## src/bapq_pkg.sv

```systemverilog
`timescale 1ns / 1ps
`default_nettype none
// ----------------------------------------------------------------------------
// Block absmax quantizer package
// Shared defaults, the shift width and the clamp limit of the shared exponent.
// ----------------------------------------------------------------------------
package bapq_pkg;

   localparam int LANES_DEF    = 8;
   localparam int IN_BITS_DEF  = 23;
   localparam int OUT_BITS_DEF = 8;

   // largest shared shift; the shift field is as wide as this needs
   localparam int SHIFT_LIMIT = 15;
   localparam int SHIFT_W     = 4;

   typedef logic [SHIFT_W-1:0] shift_type;

endpackage : bapq_pkg
`default_nettype wire

```

## src/block_absmax_power2_quantizer.sv

```systemverilog
`timescale 1ns / 1ps
`default_nettype none
// ----------------------------------------------------------------------------
// Block absmax power-of-two quantizer
// Each beat on the req_ channel carries one tile of LANES signed activations.
// The block finds the largest magnitude, picks a shared power-of-two shift
// (0..15) and returns the rounded, saturated lanes with that shift on rsp_.
// req_tlast travels unchanged to rsp_tlast with its tile.
// Path: a beat accepted on req_ passes through the input register, then the
// result register, before it appears on rsp_.
// Throughput: one tile per cycle while rsp_tready stays high, set by the single
// pass of logic between the input register and the result register.
// The input register takes a beat when empty, or when its tile moves on to the
// result register, which must be free or being drained in the same cycle.
// If rsp_tready stays low both registers fill and req_tready falls; results
// are held and none is lost or repeated.
// Reset (synchronous, active high) empties both registers by clearing their
// valid flags; the data they hold is not reset.
// ----------------------------------------------------------------------------
module block_absmax_power2_quantizer
   import bapq_pkg::*;
#(
   parameter int LANES    = LANES_DEF,
   parameter int IN_BITS  = IN_BITS_DEF,
   parameter int OUT_BITS = OUT_BITS_DEF
) (
   input  wire logic                                             clock,
   input  wire logic                                             reset,
   // lane0 .. lane(LANES-1), IN_BITS each, from bit 0 up
   input  wire logic [((LANES*IN_BITS+7)/8)*8-1:0]               req_tdata,
   input  wire logic                                             req_tvalid,
   input  wire logic                                             req_tlast,
   output logic                                                  req_tready,
   // qout0 .. qout(LANES-1), OUT_BITS each, then shift_exp, from bit 0 up
   output logic [((LANES*OUT_BITS+SHIFT_W+7)/8)*8-1:0]           rsp_tdata,
   output logic                                                  rsp_tvalid,
   output logic                                                  rsp_tlast,
   input  wire logic                                             rsp_tready
);

   localparam int RSP_W = ((LANES*OUT_BITS+SHIFT_W+7)/8)*8;

   logic                          in_valid_ff, in_valid_in;
   logic [LANES-1:0][IN_BITS-1:0] lanes_ff;
   logic                          last_ff;
   logic                          out_valid_ff, out_valid_in;
   logic [RSP_W-1:0]              rsp_data_ff, rsp_data_in;
   logic                          rsp_last_ff;
   logic                          req_fire;
   logic                          out_load;
   shift_type                     shift;
   logic [LANES-1:0][OUT_BITS-1:0] qout;

   assign out_load   = in_valid_ff && (!out_valid_ff || rsp_tready);
   assign req_tready = !in_valid_ff || out_load;
   assign req_fire   = req_tvalid && req_tready;

   always_comb begin
      in_valid_in = in_valid_ff;
      if (req_fire) begin
         in_valid_in = 1'b1;
      end else if (out_load) begin
         in_valid_in = 1'b0;
      end
      out_valid_in = out_valid_ff;
      if (out_load) begin
         out_valid_in = 1'b1;
      end else if (rsp_tready) begin
         out_valid_in = 1'b0;
      end
   end

   always_ff @(posedge clock) begin
      if (reset) begin
         in_valid_ff  <= 1'b0;
         out_valid_ff <= 1'b0;
      end else begin
         in_valid_ff  <= in_valid_in;
         out_valid_ff <= out_valid_in;
      end
   end

   // capture a beat
   always_ff @(posedge clock) begin
      if (req_fire) begin
         for (int i = 0; i < LANES; i++) begin
            lanes_ff[i] <= req_tdata[i*IN_BITS +: IN_BITS];
         end
         last_ff <= req_tlast;
      end
   end

   bapq_absmax #(
      .LANES    (LANES),
      .IN_BITS  (IN_BITS),
      .OUT_BITS (OUT_BITS)
   ) u_absmax (
      .lanes (lanes_ff),
      .shift (shift)
   );

   for (genvar g = 0; g < LANES; g++) begin : g_lane
      bapq_round #(
         .IN_BITS  (IN_BITS),
         .OUT_BITS (OUT_BITS)
      ) u_round (
         .lane  (lanes_ff[g]),
         .shift (shift),
         .qout  (qout[g])
      );
   end

   always_comb begin
      rsp_data_in = '0;
      for (int i = 0; i < LANES; i++) begin
         rsp_data_in[i*OUT_BITS +: OUT_BITS] = qout[i];
      end
      rsp_data_in[LANES*OUT_BITS +: SHIFT_W] = shift;
   end

   // hold the result until it is taken
   always_ff @(posedge clock) begin
      if (out_load) begin
         rsp_data_ff <= rsp_data_in;
         rsp_last_ff <= last_ff;
      end
   end

   assign rsp_tdata  = rsp_data_ff;
   assign rsp_tlast  = rsp_last_ff;
   assign rsp_tvalid = out_valid_ff;

endmodule : block_absmax_power2_quantizer
`default_nettype wire

```

## src/bapq_absmax.sv

```systemverilog
`timescale 1ns / 1ps
`default_nettype none
// ----------------------------------------------------------------------------
// Block absmax quantizer: shared exponent
// Derives the clamped shift from the bit length of the largest lane
// magnitude minus one, taken as the OR of every lane's magnitude minus one.
// ----------------------------------------------------------------------------
module bapq_absmax
   import bapq_pkg::*;
#(
   parameter int LANES    = LANES_DEF,
   parameter int IN_BITS  = IN_BITS_DEF,
   parameter int OUT_BITS = OUT_BITS_DEF
) (
   input  wire logic [LANES-1:0][IN_BITS-1:0] lanes,
   output shift_type                          shift
);

   // magnitude minus one per lane; a zero lane counts as zero
   logic [LANES-1:0][IN_BITS-1:0] dec;
   logic [IN_BITS-1:0]            dec_or;
   int                            blen;
   int                            shift_raw;

   // for a negative lane the magnitude minus one is its complement, which
   // also covers the most negative lane without wrapping
   always_comb begin
      for (int i = 0; i < LANES; i++) begin
         if (lanes[i][IN_BITS-1]) begin
            dec[i] = ~lanes[i];
         end else if (lanes[i] == '0) begin
            dec[i] = '0;
         end else begin
            dec[i] = lanes[i] - IN_BITS'(1);
         end
      end
   end

   // the bit length of the largest value equals that of the OR of all
   always_comb begin
      dec_or = '0;
      for (int i = 0; i < LANES; i++) begin
         dec_or = dec_or | dec[i];
      end
   end

   always_comb begin
      blen = 0;
      for (int b = 0; b < IN_BITS; b++) begin
         if (dec_or[b]) begin
            blen = b + 1;
         end
      end
   end

   always_comb begin
      shift_raw = blen - (OUT_BITS - 1);
      if (shift_raw < 0) begin
         shift_raw = 0;
      end
      if (shift_raw > SHIFT_LIMIT) begin
         shift_raw = SHIFT_LIMIT;
      end
      shift = SHIFT_W'(shift_raw);
   end

endmodule : bapq_absmax
`default_nettype wire

```

## src/bapq_round.sv

```systemverilog
`timescale 1ns / 1ps
`default_nettype none
// ----------------------------------------------------------------------------
// Block absmax quantizer: lane rounding
// Shifts one lane right by the shared exponent with round-half-up and
// saturates it to the signed output range.
// ----------------------------------------------------------------------------
module bapq_round
   import bapq_pkg::*;
#(
   parameter int IN_BITS  = IN_BITS_DEF,
   parameter int OUT_BITS = OUT_BITS_DEF
) (
   input  wire logic [IN_BITS-1:0]  lane,
   input  wire shift_type           shift,
   output logic      [OUT_BITS-1:0] qout
);

   localparam int CW = ((IN_BITS > OUT_BITS) ? IN_BITS : OUT_BITS) + 1;
   localparam logic signed [CW-1:0] QMAX = CW'((64'sd1 <<< (OUT_BITS - 1)) - 64'sd1);
   localparam logic signed [CW-1:0] QMIN = CW'(-(64'sd1 <<< (OUT_BITS - 1)));

   logic signed [CW-1:0] ext;
   logic signed [CW-1:0] pre;
   logic signed [CW-1:0] rnd;
   logic signed [CW-1:0] val;
   shift_type            shm1;

   always_comb begin
      ext  = CW'($signed(lane));
      shm1 = shift - SHIFT_W'(1);
      // keep one fraction bit, add a half, drop it
      pre  = (ext >>> shm1) + CW'(1);
      rnd  = pre >>> 1;
      val  = (shift == '0) ? ext : rnd;
      if (val > QMAX) begin
         val = QMAX;
      end else if (val < QMIN) begin
         val = QMIN;
      end
      qout = val[OUT_BITS-1:0];
   end

endmodule : bapq_round
`default_nettype wire
```

## config.mk

```make
export PLATFORM = sky130hd
export DESIGN_NAME = block_absmax_power2_quantizer
export DESIGN_NICKNAME = d
export VERILOG_FILES = /design/src/bapq_pkg.sv /design/src/block_absmax_power2_quantizer.sv /design/src/bapq_absmax.sv /design/src/bapq_round.sv
export SDC_FILE = /design/constraint.sdc
export NUM_CORES = 1
export LEC_CHECK = 0
export BUFFER_PORTS_ARGS = -buffer_cell sky130_fd_sc_hd__buf_4
export CAP_MARGIN = 20
export CELL_PAD_IN_SITES_DETAIL_PLACEMENT = 1
export CELL_PAD_IN_SITES_GLOBAL_PLACEMENT = 2
export CORE_MARGIN = 1.5
export CORE_UTILIZATION = 40
export DETAILED_ROUTE_END_ITERATION = 16
export PLACE_DENSITY = 0.87
export SETUP_SLACK_MARGIN = 0.1
export SLEW_MARGIN = 20
export SYNTH_ARGS = -nofsm -noshare
export SYNTH_HDL_FRONTEND = slang
export SYNTH_HIERARCHICAL = 1
export SYNTH_SLANG_ARGS = --single-unit
```

## constraint.sdc

```tcl
create_clock -name clock -period 15.63 [get_ports clock]
set_clock_uncertainty 0.1 [all_clocks]
set_input_delay 1.563 -clock clock [delete_from_list [all_inputs] [get_ports clock]]
set_output_delay 1.563 -clock clock [all_outputs]
set_load 0.02 [all_outputs]
```

=== Word-level counts from Yosys, hierarchy flattened ===
Index checks and enable logic that the tools add are counted.

* Mux-type cells: 61
* Magnitude comparators: 18
* Bitwise gates (word level): 15
* Reductions and logical operators: 17
* Shifts and indexed selects: 8
* Add/subtract/negate cells: 18

{| class="wikitable"
|+ Operators with widths
! cell !! number
|-
| 2-to-1 mux 23 bit || 16
|-
| adder 24 x 2 -> 24 bit (second input constant) || 8
|-
| greater-than comparator 24 x 8 -> 1 bit (second input constant) || 8
|-
| < comparator 24 x 8 -> 1 bit (second input constant) || 8
|-
| 2-to-1 mux 24 bit || 8
|-
| >>> shifter 23 x 4 -> 24 bit || 8
|-
| logical NOT 23 bit || 8
|-
| NOT 23 bit || 8
|-
| subtractor 23 x 1 -> 23 bit (second input constant) || 8
|-
| OR 23 bit || 7
|-
| 2-to-1 mux 8 bit || 8
|-
| 2-to-1 mux 5 bit || 8
|-
| 2-to-1 mux 4 bit || 9
|-
| greater-than comparator 32 x 5 -> 1 bit (second input constant) || 1
|-
| < comparator 32 x 1 -> 1 bit (second input constant) || 1
|-
| 2-to-1 mux 32 bit || 1
|-
| 2-to-1 mux 3 bit || 4
|-
| subtractor 5 x 3 -> 6 bit (second input constant) || 1
|-
| 2-to-1 mux 1 bit || 5
|-
| logical NOT 4 bit || 1
|-
| 2-to-1 mux 2 bit || 2
|-
| nonzero test 2 bit || 2
|-
| subtractor 4 x 1 -> 4 bit (second input constant) || 1
|-
| logical AND 1 bit || 2
|-
| 2 further kinds || 4
|}

* Logic and storage cells: 158
* Bits of input ports: 189
* Output and inout bits: 75
* Bits in registers: 256

=== Depth between registers and ports, before layout ===
* Depth after elaboration: 44
* Depth in mapped cells: 42
* Depth with buffers taken out: 34

=== By module ===
Netlist, hierarchy kept.

{| class="wikitable"
|+ Modules (own cells, without submodules)
! module !! times used !! area each (um^2) !! sequential area each (um^2) !! cells each
|-
| bapq_round || 8 || 2212.1 || 0.0 || 263
|-
| block_absmax_power2_quantizer || 1 || 7764.9 || 7667.4 || 269
|-
| bapq_absmax || 1 || 6401.1 || 0.0 || 975
|}

=== Least setup slack after synthesis ===
No wires, ideal clock.

* Kind: reg-to-reg
* Start: register lanes_ff[162] in the netlist's numbering
* End: register rsp_data_ff[0] (netlist: rsp_tdata[0]), data pin
* Cell stages (with the launch flop): 38
* Data required time: 15.264 ns
* Arrival: 10.680 ns
* Slack: 4.584 ns
* Period minus slack after synthesis: 11.046 ns
* Buffers on the path: 4
* Cell sequence: edfxtp_1 inv_1 ha_1 or4b_1 nor3_2 nand2_1 buf_2 a22oi_1 nand4_1 and4b_1 o41ai_1 a2111o_1 o21bai_2 nor2b_1 ha_1 a21oi_1 ha_1 nand2_1 [... 2 more ...] inv_1 ha_1 buf_4 buf_4 buf_6 mux4_1 mux4_2 ha_1 nand3_1 o22ai_1 nand4_2 or3_1 or4_4 o21ai_1 a21oi_1 nor4_2 a31o_2 a31oi_1

* Longest elaborated chain between the ends: 38
* Elaborated cells on any way between the ends: 42
* Those cells by class: add/sub (4); order compare (4); shift (1); mux (29); bitwise (2); reduce/logical (2)

{| class="wikitable"
|+ Ends and longest elaborated chain
! element !! line !! RTL
|-
| from (decl) || block_absmax_power2_quantizer.sv:44 || <nowiki>logic [LANES-1:0][IN_BITS-1:0] lanes_ff;</nowiki>
|-
| from (signal, indexed assignment) || block_absmax_power2_quantizer.sv:87 || <nowiki>lanes_ff[i] <= req_tdata[i*IN_BITS +: IN_BITS];</nowiki>
|-
| branches (longest 2 deep; another with subtractor 23 x 1 -> 23 bit) || -- ||
|-
| 2-to-1 mux 23 bit (*) || bapq_absmax.sv:29 || <nowiki>if (lanes[i][IN_BITS-1]) begin</nowiki>
|-
| OR 23 bit (*) || bapq_absmax.sv:43 || <nowiki>dec_or = dec_or | dec[i];</nowiki>
|-
| 2-to-1 mux 1 bit || bapq_absmax.sv:50 || <nowiki>if (dec_or[b]) begin</nowiki>
|-
| 2-to-1 mux 2 bit (2 in a row) || bapq_absmax.sv:50 ||
|-
| 2-to-1 mux 3 bit (4 in a row) || bapq_absmax.sv:50 ||
|-
| 2-to-1 mux 4 bit (8 in a row) || bapq_absmax.sv:50 ||
|-
| 2-to-1 mux 5 bit (7 in a row) || bapq_absmax.sv:50 ||
|-
| [... 5 more ...] || -- ||
|-
| 2-to-1 mux 4 bit (*) || bapq_absmax.sv:61 || <nowiki>if (shift_raw > SHIFT_LIMIT) begin</nowiki>
|-
| net shift[1] || block_absmax_power2_quantizer.sv:51 || <nowiki>shift_type shift;</nowiki>
|-
| subtractor 4 x 1 -> 4 bit || bapq_round.sv:31 || <nowiki>shm1 = shift - SHIFT_W'(1);</nowiki>
|-
| >>> shifter 23 x 4 -> 24 bit || bapq_round.sv:33 || <nowiki>pre = (ext >>> shm1) + CW'(1);</nowiki>
|-
| adder 24 x 2 -> 24 bit || bapq_round.sv:33 ||
|-
| 2-to-1 mux 24 bit (*) || bapq_round.sv:35 || <nowiki>val = (shift == '0) ? ext : rnd;</nowiki>
|-
| < comparator 24 x 8 -> 1 bit || bapq_round.sv:38 || <nowiki>end else if (val < QMIN) begin</nowiki>
|-
| 2-to-1 mux 8 bit || bapq_round.sv:38 ||
|-
| to (signal assigned) || block_absmax_power2_quantizer.sv:124 || <nowiki>rsp_data_ff <= rsp_data_in;</nowiki>
|-
| to (decl) || block_absmax_power2_quantizer.sv:47 || <nowiki>logic [RSP_W-1:0] rsp_data_ff, rsp_data_in;</nowiki>
|}

Mark *: on every way through the listed nets, which the timed path passes.
A chain may end at the register's enable or synchronous reset.

=== Worst setup path in the final report ===
* Start: register lanes_ff[74] in the netlist's numbering
* End: register rsp_data_ff[33] (netlist: rsp_tdata[33]), data pin

* Longest elaborated chain between the ends: 42
* Elaborated cells on any way between the ends: 46
* Those cells by class: add/sub (4); order compare (4); shift (1); mux (29); bitwise (6); reduce/logical (2)

{| class="wikitable"
|+ Ends and longest elaborated chain
! element !! line
|-
| branches (longest 2 deep; another with subtractor 23 x 1 -> 23 bit) || --
|-
| 2-to-1 mux 23 bit (*) || bapq_absmax.sv:29
|-
| OR 23 bit (*) (5 in a row) || bapq_absmax.sv:43
|-
| 2-to-1 mux 1 bit || bapq_absmax.sv:50
|-
| 2-to-1 mux 2 bit (2 in a row) || bapq_absmax.sv:50
|-
| 2-to-1 mux 3 bit (4 in a row) || bapq_absmax.sv:50
|-
| 2-to-1 mux 4 bit (8 in a row) || bapq_absmax.sv:50
|-
| 2-to-1 mux 5 bit (7 in a row) || bapq_absmax.sv:50
|-
| [... 5 more ...] || --
|-
| 2-to-1 mux 4 bit (*) || bapq_absmax.sv:61
|-
| net shift[1] || block_absmax_power2_quantizer.sv:51
|-
| subtractor 4 x 1 -> 4 bit || bapq_round.sv:31
|-
| >>> shifter 23 x 4 -> 24 bit || bapq_round.sv:33
|-
| adder 24 x 2 -> 24 bit || bapq_round.sv:33
|-
| 2-to-1 mux 24 bit (*) || bapq_round.sv:35
|-
| < comparator 24 x 8 -> 1 bit || bapq_round.sv:38
|-
| 2-to-1 mux 8 bit || bapq_round.sv:38
|}

Marks and branches as above.

==> flow_results.org <==
** Pwr
- Maximum resistive drop on vdd :: 0.0664 mV
- Sw Ratio :: 34.1%
- Leakage power summed over all cells :: 12.8 nW
- Total power for the finished layout comes to 0.00241 W.
- Psw :: 0.000822 W
- Power spread over the standard cell area amounts to 68.0 mW/mm^2.
- The share of total power dissipated in combinational logic is 26.1%.
- The share of total power dissipated in sequential elements is 37.1%.
- Portion of total power attributed to the clock network :: 36.8%
- Cell internal power was estimated by the tool at 0.00159 W.

** GRT
- The first global-routing pass estimated 196000 um of wire.
- Entering global routing, the biggest net connects 126 pins.
- For this run the aggregate overflow at the end of global routing stands at 0.
- Number of global-route vias before repair :: 30200
- The initial antenna violation count is 4.
- Combined global-route utilization of all metal layers :: 30.8%

** Layout
- For this run, the post-layout net count is 3714.
- Area added between synthesis and finish :: 11.3%
- Cells with a size suffix above 1 make up 20.7% of the layout.
- Core occupancy in the finished layout :: 44.9%
- Count of non-filler cells in the finished layout :: 4576
- Number of fill cells :: 9033
- Leaving out fill and tap cells, the most frequent cell in the layout is sky130_fd_sc_hd__buf_4.
- Sequential standard cell area :: 0.00767 mm^2
- In the layout the commonest cells are sky130_fd_sc_hd__buf_4 (288), sky130_fd_sc_hd__nand2_1 (268), sky130_fd_sc_hd__edfxtp_1 (254), sky130_fd_sc_hd__nor2_1 (222), sky130_fd_sc_hd__a21oi_1 (219).
- Area of the multi-input gates :: 0.0226 mm^2

** Worst setup path
- The worst setup path is launched from a flip-flop.
- Library cell contributing the largest single delay on the critical path :: sky130_fd_sc_hd__ha_1
- Crit path capture type :: flip-flop
- Worst EP arrival :: 11.95 ns
- Endpoint of the worst register-to-register path :: rsp_tdata[33]$_DFFE_PP_
- Launching element of the worst setup path :: lanes_ff[74]$_DFFE_PP_
- For this run, the slowest stage of the critical path takes 0.99 ns.
- Required arrival time at the worst endpoint :: 15.95 ns
- Source of the worst register-to-register timing path :: lanes_ff[74]$_DFFE_PP_
- Critical setup path kind :: reg -> reg
- In this design, the critical path's most frequently occurring cell is sky130_fd_sc_hd__ha_1.
- Reg2Reg Setup Slack :: 4.00 ns
- Following the worst setup path forward leads to its endpoint at rsp_tdata[33]$_DFFE_PP_.
- Measured in cells, the most critical reg-to-reg path has a length of 32.
- Biggest fanout along the worst timing path :: 24

** Detailed routing
- Average wire per standard cell :: 28.3 um
- For this block, wires on met1 add up to 55600 um.
- Summed over all layers, the routed wires come to 129000 um.
- After detailed routing, the met2 layer carries 61900 um of wire.
- After detailed routing, no signal wire sits above met5.
- The routed layout has 31100 vias.
- Met3 wire len :: 7940 um
- Initial drt markers :: 3247
- DRC Markers :: 0
- The count of nets left with antenna violations once routing finished came out at 0.
- The first detailed-routing pass ran for 6 iterations.
- Via/cell ratio :: 6.79

** Synthesis
- Mux share of post-synthesis cell area :: 19.6%
- Cell area after synthesis :: 0.0319 mm^2
- Ys Warns :: 6
- Of the total synthesized cell area, the portion taken by full adders, half adders and majority gates is 1.22%.
- Synthesis handed over a netlist of 3348 instances.
- Count of flip-flops with a built-in enable after synthesis :: 254
- In this run the mean area of a mapped cell was 9.52 um^2.
- The netlist uses 107 different library cells.
- Combinational family with the most area after synthesis :: simple AND/OR/NAND/NOR gates
- Number of synthesized register bits :: 256
- Post-synthesis sequential area ratio :: 24.1%
- The most used flip-flop cell after synthesis is sky130_fd_sc_hd__edfxtp_1.
- Complex-gate fraction of the synthesized area :: 20.0%
- In the synthesized netlist the async set-or-reset flop fraction comes to 0%.
- After Yosys synthesis, XOR and XNOR cells account for 6.73% of the synthesized area.
- Summing the areas of all and, or, nand and nor instances in the mapped netlist gives 23.3% of the synthesized area.

** Timing
- RSZ-0062 raised after global routing :: false
- Endpoints failing setup :: 0
- Final critical-path required period :: 11.63 ns
- Based on the critical path, the design can be clocked at up to 86.0 MHz.
- Accumulated negative setup slack :: 0 ns
- Of the available clock period, the critical path in the final layout requires 74.4%.
- For the pin with the worst max-slew slack, the measured transition is 1.09 ns.
- Hold WS :: 0.322 ns
- The max-slew violation count was 0.
- The final-report hold violation count came to 0.
- Headroom to the max-slew limit came out at 27.0%.

** Place
- Port buffering added 259 buffers.
- Dpl hpwl :: 99200 um
- Counting tap cells, the placed design contains a total of 4505 instances.
- At the end of routability-driven placement, the weighted congestion stood at 1.01.

** Flow run
- Across the run, the number of max-cap violations was 0.

** Floorplan
- The initial utilization of the core area, before any placement, comes to 40.4%.
- Die area :: 0.0814 mm^2
- Number of primary I/O pins :: 264
- The die is 285 um tall.
- Row generation in the floorplan step produced 103 rows.
- Area inside the core boundary :: 0.0789 mm^2
- Horiz. Die Dim :: 285 um

** Clock tree
- Counting along the longest clock path gives a buffer depth of 3.
- After clock tree synthesis, the flow added hold-fix buffers numbering 0.
- CTS tree :: done
- The clock reaches the later pin of the worst-skew pair after 0.59 ns.
- Post-CTS repair changed the size of 0 cells.
- The tree built by TritonCTS fans out to 256 sinks.
- Number of buffers added by the clock tree synthesis step :: 37
- Setup Buffers After CTS :: 0
- Clock transition at the register clock pins on the worst setup and hold paths after CTS :: 0.06 ns
- Clock root buffer :: sky130_fd_sc_hd__clkbuf_16
- The H-tree generated during clock tree synthesis spans 2 levels.

** Min path
- Worst min-delay path class :: reg -> reg

** Status
- The flow ran to the end, and the final reports show no timing, DRC or antenna violations.
-- cells by family (layout without fill, tap and decap cells) --
kind of cell             after synthesis  after routing
AND/OR/NAND/NOR                     1294           1294
AO/OA/AOI/OAI                        913            913
multiplexers                         331            331
buffers and inverters                291            462
flip-flops                           256            256
XOR/XNOR                             231            231
adder cells (fa/ha/maj)               31             31
other                                  1              8
-- final cells by class --
class / count / area share (%)
Multi-Input combinational cell: 2804 / 63.8
Timing Repair Buffer: 289 / 6.16
Clock buffer: 41 / 2.77
Sequential cell: 256 / 21.6
Antenna cell: 4 / 0.0282
Tap cell: 1050 / 3.71
Clock inverter: 26 / 0.745
Inverter: 106 / 1.12
-- worst min path at each step --
stage          slack [ns]              start  cells past startpoint             endpoint
2_1_floorplan        0.30  last_ff$_DFFE_PP_                      0  rsp_tlast$_DFFE_PP_
3_3_place_gp         0.30  last_ff$_DFFE_PP_                      0  rsp_tlast$_DFFE_PP_
3_5_place_dp         0.31  last_ff$_DFFE_PP_                      0  rsp_tlast$_DFFE_PP_
4_1_cts              0.33  last_ff$_DFFE_PP_                      0  rsp_tlast$_DFFE_PP_
5_1_grt              0.33  last_ff$_DFFE_PP_                      0  rsp_tlast$_DFFE_PP_
6_report             0.32  last_ff$_DFFE_PP_                      0  rsp_tlast$_DFFE_PP_
-- power groups by stage --
| stage | registers [W] | clock network [W] | logic (W) |
|---|---|---|---|
| final | 0.000893 | 0.000888 | 0.000630 |
| after global routing | 0.000899 | 0.000929 | 0.000668 |
| after CTS | 0.000890 | 0.000910 | 0.000619 |
| after detailed placement | 0.000904 | 0 | 0.000614 |
| after global placement | 0.000902 | 0 | 0.000609 |
| after floorplan | 0.000876 | 0 | 0.000402 |
-- flip-flops by register name, summed over array words and instances (netlist names) --
name         cells
in_valid_ff      1
lanes_ff       184
last_ff          1
rsp_tdata       68
rsp_tlast        1
rsp_tvalid       1
-- metal layers --
layer  vias up  track usage [%]
li1      13700                -
met3       178             3.73
met2      1285             50.5
met4         2             9.39
met1     15900             42.5
met5         -                0
-- cell usage after synthesis (18+ instances only) --
cell type                  count  area share (%)
sky130_fd_sc_hd__nand4_1      57             1.1
sky130_fd_sc_hd__mux4_2      168              12
sky130_fd_sc_hd__edfxtp_1    254              24
sky130_fd_sc_hd__or4_1        31            0.73
sky130_fd_sc_hd__nand3_1     141             2.2
sky130_fd_sc_hd__o31a_1       24            0.66
sky130_fd_sc_hd__mux2i_1      95             3.0
sky130_fd_sc_hd__xor2_1       75             2.1
sky130_fd_sc_hd__buf_6        48             1.7
sky130_fd_sc_hd__nor4_1       69             1.4
sky130_fd_sc_hd__nor3_1      140             2.2
sky130_fd_sc_hd__and2_1       59             1.2
sky130_fd_sc_hd__nand2_1     268             3.2
sky130_fd_sc_hd__a41oi_1      26            0.71
sky130_fd_sc_hd__a21oi_1     220             3.5
sky130_fd_sc_hd__a211o_1      37             1.0
sky130_fd_sc_hd__nor2_1      222             2.6
sky130_fd_sc_hd__o211ai_1     21            0.49
sky130_fd_sc_hd__a211oi_1     39            0.92
sky130_fd_sc_hd__xnor2_1     140             3.8
sky130_fd_sc_hd__buf_2        28            0.44
sky130_fd_sc_hd__and3_1       83             1.6
sky130_fd_sc_hd__or4_4        19            0.67
sky130_fd_sc_hd__a22oi_1      20            0.47
sky130_fd_sc_hd__buf_4        39            0.92
sky130_fd_sc_hd__ha_1         31             1.2
sky130_fd_sc_hd__and4_1       18            0.49
sky130_fd_sc_hd__or3_1        28            0.55
sky130_fd_sc_hd__o21ai_0     175             2.7
sky130_fd_sc_hd__o22ai_1      36            0.71
sky130_fd_sc_hd__mux4_1       48             4.0
sky130_fd_sc_hd__a31oi_1      83             1.6
sky130_fd_sc_hd__clkbuf_1     69            0.81
sky130_fd_sc_hd__inv_1       106             1.2
-- critical path, delay by kind of cell (launching register included) --
kind / cells / cell delay [ns]
muxes: 2 / 0.75
AOI/OAI and AO/OA: 11 / 3.12
adders and majority gates: 4 / 1.72
and+or+nand+nor: 11 / 3.92
buffers and inverters: 3 / 1.01
xor gates and xnor gates: 1 / 0.21
DFF: 1 / 0.62
-- stage by stage --
step	area (um^2)	setup slack (ns)
after floorplan	31900	4.58
after global placement	34200	4.68
after detailed placement	34200	4.47
after CTS	35400	4.44
after global routing	35400	3.55
final	35500	4.00
(Power assumes the default switching activity.)
